File: src/coverage_bin_range_monitor_top_macros.svh
// ---------------------------------------------------------------------------
// Coverage bin range monitor assertion macros
// Shared assertion forms for the monitor; they compile to nothing when SYNTH
// is defined.
// ---------------------------------------------------------------------------
`ifndef COVERAGE_BIN_RANGE_MONITOR_TOP_MACROS_SVH
`define COVERAGE_BIN_RANGE_MONITOR_TOP_MACROS_SVH
`ifndef SYNTH
`define CBRM_ASSERT(label, ante, cons) \
  label: assert property (@(posedge clk_i) disable iff (!rst_ni) (ante) |-> (cons)) \
    else $error("coverage monitor check failed");
`define CBRM_ASSERT_NEXT(label, ante, cons) \
  label: assert property (@(posedge clk_i) disable iff (!rst_ni) (ante) |=> (cons)) \
    else $error("coverage monitor check failed");
`else
`define CBRM_ASSERT(label, ante, cons)
`define CBRM_ASSERT_NEXT(label, ante, cons)
`endif
`endif

File: src/cbrm_pkg.sv
`timescale 1ns / 1ps
// ---------------------------------------------------------------------------
// Coverage bin range monitor package
// Constants, field layout and the token type that walks the bin chain.
// ---------------------------------------------------------------------------
package cbrm_pkg;

  localparam int unsigned DEF_MAX_BINS  = 16;
  localparam int unsigned DEF_HIT_WIDTH = 32;

  localparam int unsigned DATA_W  = 32;
  localparam int unsigned KIND_W  = 2;
  localparam int unsigned FIELD_W = 5;
  localparam int unsigned PCT_W   = 7;
  localparam int unsigned PCT_SCALE = 100;

  // Counts inside the chain are sized for tables of up to 511 bins.
  localparam int unsigned CNT_W = 9;
  localparam logic [CNT_W-1:0] CNT_ONE = 1;

  localparam logic [PCT_W-1:0] PCT_FULL = 7'd100;
  localparam logic [PCT_W-1:0] PCT_NONE = 7'd0;

  localparam logic [KIND_W-1:0] KIND_NORMAL     = 2'd0;
  localparam logic [KIND_W-1:0] KIND_ILLEGAL    = 2'd1;
  localparam logic [KIND_W-1:0] KIND_TRANSITION = 2'd2;

  localparam logic ACTION_DEFINE = 1'b0;
  localparam logic ACTION_SAMPLE = 1'b1;

  localparam int unsigned IN_LO_OFS   = 0;
  localparam int unsigned IN_HI_OFS   = 32;
  localparam int unsigned IN_KIND_OFS = 64;
  localparam int unsigned IN_VAL_OFS  = 66;
  localparam int unsigned IN_TDATA_W  = 104;

  localparam int unsigned OUT_TDATA_W = 56;

  typedef struct packed {
    logic              vld;
    logic              smp;
    logic              taken;
    logic [DATA_W-1:0] lo;
    logic [DATA_W-1:0] hi;
    logic [KIND_W-1:0] kind;
    logic [DATA_W-1:0] value;
    logic [CNT_W-1:0]  matched;
    logic              illegal;
    logic [CNT_W-1:0]  newcov;
  } tok_t;

endpackage

File: src/cbrm_cell.sv
`timescale 1ns / 1ps
// ---------------------------------------------------------------------------
// Coverage bin cell
// Holds one bin and updates the transaction token that passes through it.
// ---------------------------------------------------------------------------
`include "coverage_bin_range_monitor_top_macros.svh"

module cbrm_cell #(
  parameter int unsigned HIT_WIDTH = cbrm_pkg::DEF_HIT_WIDTH
) (
  input  logic          clk_i,
  input  logic          rst_ni,
  input  cbrm_pkg::tok_t tok_i,
  output cbrm_pkg::tok_t tok_o
);

  logic                          vld_q;
  logic [cbrm_pkg::DATA_W-1:0]   lo_q;
  logic [cbrm_pkg::DATA_W-1:0]   hi_q;
  logic [cbrm_pkg::KIND_W-1:0]   kind_q;
  logic [HIT_WIDTH-1:0]          hit_q;
  logic                          cov_q;
  cbrm_pkg::tok_t                tok_q;
  cbrm_pkg::tok_t                tok_d;
  logic                          in_range;
  logic                          hit;
  logic                          cap;

  always_comb begin
    in_range = !(tok_i.value < lo_q) && !(tok_i.value > hi_q);
    hit = tok_i.vld && tok_i.smp && vld_q && (kind_q != cbrm_pkg::KIND_TRANSITION)
          && in_range;
    cap = tok_i.vld && !tok_i.smp && !tok_i.taken && !vld_q;
    tok_d = tok_i;
    if (hit) begin
      tok_d.matched = tok_i.matched + cbrm_pkg::CNT_ONE;
      if (kind_q == cbrm_pkg::KIND_ILLEGAL) begin
        tok_d.illegal = 1'b1;
      end else if (!cov_q) begin
        tok_d.newcov = tok_i.newcov + cbrm_pkg::CNT_ONE;
      end
    end
    if (cap) begin
      tok_d.taken = 1'b1;
    end
  end

  always_ff @(posedge clk_i or negedge rst_ni) begin
    if (!rst_ni) begin
      vld_q <= 1'b0;
      tok_q <= '0;
    end else begin
      tok_q <= tok_d;
      if (cap) begin
        vld_q <= 1'b1;
      end
    end
  end

  always_ff @(posedge clk_i) begin
    if (cap) begin
      lo_q   <= tok_i.lo;
      hi_q   <= tok_i.hi;
      kind_q <= tok_i.kind;
      hit_q  <= '0;
      cov_q  <= 1'b0;
    end else if (hit) begin
      if (hit_q != {HIT_WIDTH{1'b1}}) begin
        hit_q <= hit_q + HIT_WIDTH'(1);
      end
      if (kind_q != cbrm_pkg::KIND_ILLEGAL) begin
        cov_q <= 1'b1;
      end
    end
  end

  assign tok_o = tok_q;

  `CBRM_ASSERT_NEXT(a_cell_keeps_bin, vld_q, vld_q)
  `CBRM_ASSERT(a_untaken_define_passes_full_cell, tok_q.vld && !tok_q.smp && !tok_q.taken, vld_q)
  `CBRM_ASSERT(a_sample_never_takes, tok_q.vld && tok_q.smp, !tok_q.taken)

endmodule

File: src/coverage_bin_range_monitor_top.sv
`timescale 1ns / 1ps
// ---------------------------------------------------------------------------
// Coverage bin range monitor
// Range-bin coverage table built as a chain of bin cells.
// ---------------------------------------------------------------------------
// Each accepted transaction becomes a token that walks the row of MAX_BINS bin
// cells, one cell per cycle; a define token is stored by the first empty cell
// and a sample token collects hits on its way. A seven-step shift-subtract
// divider then forms the coverage percentage before the result is loaded into
// the output register. The input takes one transaction at a time: it is ready
// again as soon as the previous result enters the output register, even while
// that result still waits to be taken; a later result that finds the output
// register still occupied waits in the done state until that register is free.
`include "coverage_bin_range_monitor_top_macros.svh"

module coverage_bin_range_monitor_top #(
  parameter int unsigned MAX_BINS  = cbrm_pkg::DEF_MAX_BINS,
  parameter int unsigned HIT_WIDTH = cbrm_pkg::DEF_HIT_WIDTH
) (
  input  logic                             clk_i,
  input  logic                             rst_ni,
  input  logic                             s_axis_tvalid,
  output logic                             s_axis_tready,
  // bin_low, bin_high, bin_kind, sample_value, zero padding.
  input  logic [cbrm_pkg::IN_TDATA_W-1:0]  s_axis_tdata,
  // action.
  input  logic [0:0]                       s_axis_tuser,
  output logic                             m_axis_tvalid,
  input  logic                             m_axis_tready,
  // matched_bins, illegal_hit, define_rejected, covered_bins, legal_bins,
  // coverage_percent, sample_total.
  output logic [cbrm_pkg::OUT_TDATA_W-1:0] m_axis_tdata
);

  localparam int unsigned CW = $clog2(MAX_BINS + 1);
  localparam int unsigned RW = CW + cbrm_pkg::PCT_W;

  localparam logic [1:0] ST_IDLE  = 2'd0;
  localparam logic [1:0] ST_CHAIN = 2'd1;
  localparam logic [1:0] ST_DIV   = 2'd2;
  localparam logic [1:0] ST_DONE  = 2'd3;

  localparam logic [2:0] DIV_FIRST = 3'd6;

  cbrm_pkg::tok_t tok [0:MAX_BINS];
  cbrm_pkg::tok_t head_tok;
  cbrm_pkg::tok_t end_tok;

  logic [1:0]                     state_q, state_d;
  logic [CW-1:0]                  defined_q, defined_d;
  logic [CW-1:0]                  legal_q, legal_d;
  logic [CW-1:0]                  covered_q, covered_d;
  logic [cbrm_pkg::DATA_W-1:0]    samples_q, samples_d;
  logic [CW-1:0]                  res_matched_q, res_matched_d;
  logic                           res_illegal_q, res_illegal_d;
  logic                           res_rejected_q, res_rejected_d;
  logic [RW-1:0]                  rem_q, rem_d;
  logic [cbrm_pkg::PCT_W-1:0]     quo_q, quo_d;
  logic [2:0]                     step_q, step_d;
  logic [RW-1:0]                  dsh;
  logic                           ge;
  logic                           accept;
  logic                           load;
  logic                           out_vld_q, out_vld_d;
  logic [cbrm_pkg::FIELD_W-1:0]   o_matched_q, o_covered_q, o_legal_q;
  logic                           o_illegal_q, o_rejected_q;
  logic [cbrm_pkg::PCT_W-1:0]     o_pct_q, pct_d;
  logic [cbrm_pkg::DATA_W-1:0]    o_total_q;

  assign s_axis_tready = (state_q == ST_IDLE);
  assign accept = s_axis_tvalid && s_axis_tready;

  always_comb begin
    head_tok       = '0;
    head_tok.vld   = accept;
    head_tok.smp   = (s_axis_tuser[0] == cbrm_pkg::ACTION_SAMPLE);
    head_tok.lo    = s_axis_tdata[cbrm_pkg::IN_LO_OFS +: cbrm_pkg::DATA_W];
    head_tok.hi    = s_axis_tdata[cbrm_pkg::IN_HI_OFS +: cbrm_pkg::DATA_W];
    head_tok.kind  = s_axis_tdata[cbrm_pkg::IN_KIND_OFS +: cbrm_pkg::KIND_W];
    head_tok.value = s_axis_tdata[cbrm_pkg::IN_VAL_OFS +: cbrm_pkg::DATA_W];
  end

  assign tok[0] = head_tok;

  for (genvar g = 0; g < MAX_BINS; g++) begin : g_cell
    cbrm_cell #(
      .HIT_WIDTH(HIT_WIDTH)
    ) u_cell (
      .clk_i (clk_i),
      .rst_ni(rst_ni),
      .tok_i (tok[g]),
      .tok_o (tok[g+1])
    );
  end

  assign end_tok = tok[MAX_BINS];

  assign dsh = RW'(legal_q) << step_q;
  assign ge  = (rem_q >= dsh);
  assign load = (state_q == ST_DONE) && (!out_vld_q || m_axis_tready);

  always_comb begin
    state_d        = state_q;
    defined_d      = defined_q;
    legal_d        = legal_q;
    covered_d      = covered_q;
    samples_d      = samples_q;
    res_matched_d  = res_matched_q;
    res_illegal_d  = res_illegal_q;
    res_rejected_d = res_rejected_q;
    rem_d          = rem_q;
    quo_d          = quo_q;
    step_d         = step_q;
    case (state_q)
      ST_IDLE: begin
        if (accept) begin
          state_d = ST_CHAIN;
          if (s_axis_tuser[0] == cbrm_pkg::ACTION_SAMPLE &&
              samples_q != {cbrm_pkg::DATA_W{1'b1}}) begin
            samples_d = samples_q + cbrm_pkg::DATA_W'(1);
          end
        end
      end
      ST_CHAIN: begin
        if (end_tok.vld) begin
          if (end_tok.smp) begin
            covered_d      = covered_q + CW'(end_tok.newcov);
            res_matched_d  = CW'(end_tok.matched);
            res_illegal_d  = end_tok.illegal;
            res_rejected_d = 1'b0;
          end else begin
            res_matched_d  = '0;
            res_illegal_d  = 1'b0;
            res_rejected_d = !end_tok.taken;
            if (end_tok.taken) begin
              defined_d = defined_q + CW'(1);
              if (end_tok.kind != cbrm_pkg::KIND_ILLEGAL) begin
                legal_d = legal_q + CW'(1);
              end
            end
          end
          rem_d   = RW'(covered_d) * RW'(cbrm_pkg::PCT_SCALE);
          quo_d   = '0;
          step_d  = DIV_FIRST;
          state_d = ST_DIV;
        end
      end
      ST_DIV: begin
        if (ge) begin
          rem_d = rem_q - dsh;
        end
        quo_d = {quo_q[cbrm_pkg::PCT_W-2:0], ge};
        if (step_q == 3'd0) begin
          state_d = ST_DONE;
        end else begin
          step_d = step_q - 3'd1;
        end
      end
      ST_DONE: begin
        if (load) begin
          state_d = ST_IDLE;
        end
      end
      default: begin
        state_d = ST_IDLE;
      end
    endcase
  end

  always_comb begin
    if (defined_q == '0) begin
      pct_d = cbrm_pkg::PCT_NONE;
    end else if (legal_q == '0) begin
      pct_d = cbrm_pkg::PCT_FULL;
    end else begin
      pct_d = quo_q;
    end
    if (load) begin
      out_vld_d = 1'b1;
    end else if (m_axis_tready) begin
      out_vld_d = 1'b0;
    end else begin
      out_vld_d = out_vld_q;
    end
  end

  always_ff @(posedge clk_i or negedge rst_ni) begin
    if (!rst_ni) begin
      state_q   <= ST_IDLE;
      defined_q <= '0;
      legal_q   <= '0;
      covered_q <= '0;
      samples_q <= '0;
      out_vld_q <= 1'b0;
    end else begin
      state_q   <= state_d;
      defined_q <= defined_d;
      legal_q   <= legal_d;
      covered_q <= covered_d;
      samples_q <= samples_d;
      out_vld_q <= out_vld_d;
    end
  end

  always_ff @(posedge clk_i) begin
    res_matched_q  <= res_matched_d;
    res_illegal_q  <= res_illegal_d;
    res_rejected_q <= res_rejected_d;
    rem_q          <= rem_d;
    quo_q          <= quo_d;
    step_q         <= step_d;
    if (load) begin
      o_matched_q  <= cbrm_pkg::FIELD_W'(res_matched_q);
      o_illegal_q  <= res_illegal_q;
      o_rejected_q <= res_rejected_q;
      o_covered_q  <= cbrm_pkg::FIELD_W'(covered_q);
      o_legal_q    <= cbrm_pkg::FIELD_W'(legal_q);
      o_pct_q      <= pct_d;
      o_total_q    <= samples_q;
    end
  end

  assign m_axis_tvalid = out_vld_q;
  assign m_axis_tdata  = {o_total_q, o_pct_q, o_legal_q, o_covered_q,
                          o_rejected_q, o_illegal_q, o_matched_q};

  `CBRM_ASSERT_NEXT(a_accept_starts_walk, accept, state_q == ST_CHAIN)
  `CBRM_ASSERT(a_token_end_only_in_walk, end_tok.vld, state_q == ST_CHAIN)
  `CBRM_ASSERT(a_covered_within_legal, 1'b1, covered_q <= legal_q && legal_q <= defined_q)
  `CBRM_ASSERT(a_table_bound, 1'b1, defined_q <= CW'(MAX_BINS))
  `CBRM_ASSERT(a_pct_bound, out_vld_q, o_pct_q <= cbrm_pkg::PCT_FULL)

endmodule

File: config.mk
export PLATFORM = sky130hd
export DESIGN_NAME = coverage_bin_range_monitor_top
export DESIGN_NICKNAME = d
export VERILOG_FILES = /design/src/cbrm_pkg.sv /design/src/cbrm_cell.sv /design/src/coverage_bin_range_monitor_top.sv
export VERILOG_INCLUDE_DIRS = /design/src /design/src/src
export SDC_FILE = /design/constraint.sdc
export NUM_CORES = 2
export LEC_CHECK = 0
export ABC_CLOCK_PERIOD_IN_PS = 8300
export BUFFER_PORTS_ARGS = -buffer_cell sky130_fd_sc_hd__buf_2
export CORE_ASPECT_RATIO = 0.5
export CORE_MARGIN = 4
export CORE_UTILIZATION = 55
export CTS_CLUSTER_SIZE = 12
export DETAILED_ROUTE_END_ITERATION = 10
export PLACE_DENSITY = 0.72
export SETUP_SLACK_MARGIN = 0.4
export SLEW_MARGIN = 30
export SYNTH_ARGS = -nofsm -noshare
export SYNTH_HDL_FRONTEND = slang
export SYNTH_SLANG_ARGS = --single-unit
export TNS_END_PERCENT = 1
File: constraint.sdc
create_clock -name clk_i -period 8.3 [get_ports clk_i]
set_input_delay 1.66 -clock clk_i [delete_from_list [all_inputs] [get_ports clk_i]]
set_output_delay 1.66 -clock clk_i [all_outputs]
set_load 0.02 [all_outputs]
==> flow_summary.ini <==
[outcome]
run_status = completed

[critical_path]
crit_path_max_incr_delay_ns = 0.72
required_ns = 6.64
reg2reg_setup_slack_ns = 4.34
reg2reg_depth = 18
cp_max_fo = 5
worstPathArrival_ns = 2.35
crit_type = flip-flop to primary output
crit_chain = inv_1 > ha_1 > buf_2
reg2reg_from = covered_q[0]$_DFFE_PN0P_
regToRegEndpoint = rem_q[11]$_DFFE_PP_
crit_buf_inv = 2
cp_top_family = adder cells
worst_setup_path_start_kind = flip-flop
end_kind = primary output
worst_path_max_delay_cell = ha_1

[clock_tree]
clk-insertion-delay-late_ns = 0.82
cts_htree_levels = 5
post-cts-setup-buffers = 0
cts_root_buf = clkbuf_16
cts-resized-gates = 0
path_clk_slew_ns = 0.06
clockBufferDepth = 4
cts_tree = built
cts_buffers = 285
postCtsHoldBufs = 0
clkSinkCount = 2899

[yosys]
avgSynthCellArea_um2 = 14.90
ys_seq_elements = 2899
yosysWarningCount = 0
ys_seq_area_share_pct = 71.43
synthAdderAreaFrac_pct = 12.41
synthCells = 7344
synth_compound_area_share_pct = 5.502
synth-simple-area-share_pct = 5.123
muxShareOfSynthArea_pct = 0.4127
synth_edf_count = 1141
synth_area_mm2 = 0.1094
synth_nets = 8537
ys.flop_type = dfrtp_1
ys_async_sr_fraction_pct = 60.09
synthXorXnorAreaFrac_pct = 1.264
synth_cell_type_count = 82
synth_top_family_by_area = adder cells

[route]
vias = 55384
wl_met2_um = 91550
wl_met1_um = 90370
wl_per_cell_um = 18.42
remaining_drc_errors = 0
drt-pass1-iter-count = 5
vias_per_cell = 5.190
wirelength_um = 196600
wl_met3_um = 6814
drt_iter0_markers = 3747
routed.top_layer = met4
ant_nets = 0

[timing]
rsz0062_at_grt = false
period_needed_ns = 4.009
fin_skew_ns = 0.04496
max_freq_mhz = 249.4
slew_headroom_pct = 31.93
fin_tns_setup_ns = 0
period_share_pct = 48.30
worst_pin_slew_ns = 1.012
whs_ns = 0.3624
finalHoldViolations = 0
drv_slew = 0
setup_viol = 0
layout_setup_ws_ns = 4.291

[die]
die_w_um = 638.9
coreArea_mm2 = 0.1973
dieArea_mm2 = 0.2066
ioPinCount = 167
initial_core_util_pct = 55.48
row_count = 115
die_h_um = 323.4

[placement]
dpl_cell_area_mm2 = 0.1141
place_congestion = 0.8710
place.port_buffers = 160
dp_slack_ns = 3.609
post-dp-hpwl_um = 142300

[finish]
layout_commonest_cell = dfrtp_1
drive_gt1_share_pct = 7.763
final_cell_area_mm2 = 0.1223
fin_util_pct = 62.02
final_cell_mix = 1,742 x dfrtp_1, 1,141 x edfxtp_1, 1,097 x inv_1
area_growth_pct = 11.79
nNetsFinal = 9014

[flow_run]
cap_violations = 0

[global_route]
grt_pass1_wl_um = 315300
grt.total_usage_pct = 19.46
grt_start_max_net_pins = 185
grt_overflow_total = 0
grt_pass1_vias = 57526
antenna_found_initial = 4

[power_and_ir_drop]
ir_worst_vdd_v = 0.0001818
leakage_nw = 55.43
power_density_mw_per_mm2 = 249.6

[worst_hold_path]
min-delay-start = g_cell[13].u_cell.tok_o[83]$_DFF_PN0_
whs_endpoint = g_cell[14].u_cell.tok_o[83]$_DFF_PN0_
min_path_cells = 0
holdCritPathClass = flip-flop to flip-flop
==> layer usage <==
layer	global-route usage (%)	up-vias
met5	0	-
met4	7.401	0
met3	2.783	396
met2	31.32	939
met1	27.31	27404
li1	-	26645
==> power by group <==
group          internal, mW  total, mW  switching [mW]
Combinational         0.883       2.37            1.48
Clock                  6.59       11.6            5.03
Sequential             16.0       16.6           0.592
Total                  23.4       30.5            7.11
==> state kept, by name, indices dropped and copies added (netlist names), 7 cells and up <==
name and flops:
g_cell.u_cell.tok_o 1676, g_cell.u_cell.hi_q 512, g_cell.u_cell.lo_q 512, g_cell.u_cell.kind_q 32, o_total_q 32, samples_q 32
g_cell.u_cell.cov_q 16, g_cell.u_cell.vld_q 16, rem_q 12, o_pct_q 7, quo_q 7
==> worst max-delay path by stage <==
stage,slack [ns],from,endpoint,cells past startpoint
floorplan,0.11,g_cell[11].u_cell.vld_q$_DFFE_PN0P_,g_cell[11].u_cell.tok_o[117]$_DFF_PN0_,2
global placement,3.61,s_axis_tdata[93],g_cell[0].u_cell.tok_o[0]$_DFF_PN0_,10
detailed placement,3.61,s_axis_tdata[89],g_cell[0].u_cell.tok_o[0]$_DFF_PN0_,9
CTS,4.27,state_q[0]$_DFFE_PN0P_,s_axis_tready,3
global route,3.94,covered_q[0]$_DFFE_PN0P_,rem_q[11]$_DFFE_PP_,18
finish,4.29,state_q[1]$_DFFE_PN0P_,s_axis_tready,3
==> synth_stat cells (7+ instances only) <==
master     instances  share of area, %
a21o_1           148               1.0
nand3_1          103              0.47
ha_1            1081                12
o2111ai_1         17              0.14
a211o_1            9             0.072
nand2b_1          23              0.13
o211ai_1          23              0.16
nor4_1            41              0.23
o21ba_2            8             0.073
and3_1            38              0.22
o21a_1            10             0.069
a21oi_1          368               1.7
mux2i_1            8             0.073
nor2b_1           55              0.31
nor2_1           188              0.64
edfxtp_1        1141                31
dfxtp_1           16              0.29
a2111oi_0         18              0.14
dfrtp_1         1742                40
nand4b_1           7             0.056
a41oi_1           10             0.080
and4_1            18              0.14
o21ai_0          187              0.86
nor4b_1           20              0.16
a21boi_0           8             0.055
xor2_1            46              0.37
clkbuf_1           8             0.027
or2_2             33              0.19
nand4_1          177               1.0
inv_1           1097               3.8
nor3_1            62              0.28
a211oi_1          57              0.39
a221oi_1           9             0.072
mux2_2            30              0.31
a31oi_1           14             0.080
and2_1            27              0.15
buf_2              7             0.032
xnor2_1          112              0.90
o31ai_1           10             0.069
nand2_1          267              0.92
==> through the flow <==
step / total power, mW / cells
final: 30.54 / 10671
after global routing: 31.93 / 10671
after CTS: 30.87 / 10668
after detailed placement: 19.20 / 10164
after global placement: 19.07 / 10163
after floorplan: 18.19 / 7344
==> worst register-to-register path: stages, from the launching register on <==
cell and delay, ns:
dfrtp_1 0.39, ha_1 0.19, inv_1 0.05, fa_1 0.39, inv_1 0.07, a21o_1 0.10, a21oi_1 0.07, xnor2_1 0.14
nand2_1 0.10, xnor2_1 0.32, ha_1 0.29, inv_1 0.06, ha_1 0.22, ha_1 0.31, ha_1 0.34, a31o_2 0.24
a21oi_1 0.16, xor2_1 0.16, mux2i_1 0.08
==> cell type report <==
type                    count  area (µm²)
flip-flops and latches   2899       78180
fillers                 14068       74930
multi-input cells        3327       27210
clock buffers             487        8048
inverters                1098        4121
well taps                2632        3293
repair buffers            210        1333
clock inverters            17       163.9
diodes                      1       2.502
==> cell families (layout without fill, tap and decap cells) <==
| kind of cell | count (synthesis) | in the layout |
|---|---|---|
| xor gates and xnor gates | 158 | 158 |
| other | 0 | 1 |
| muxes | 41 | 41 |
| AOI/OAI and AO/OA | 960 | 960 |
| and+or+nand+nor | 1084 | 1084 |
| buffers and inverters | 1118 | 1812 |
| adders and majority gates | 1084 | 1084 |
| DFF | 2899 | 2899 |
Note: power is estimated with default switching activity, not from simulation.
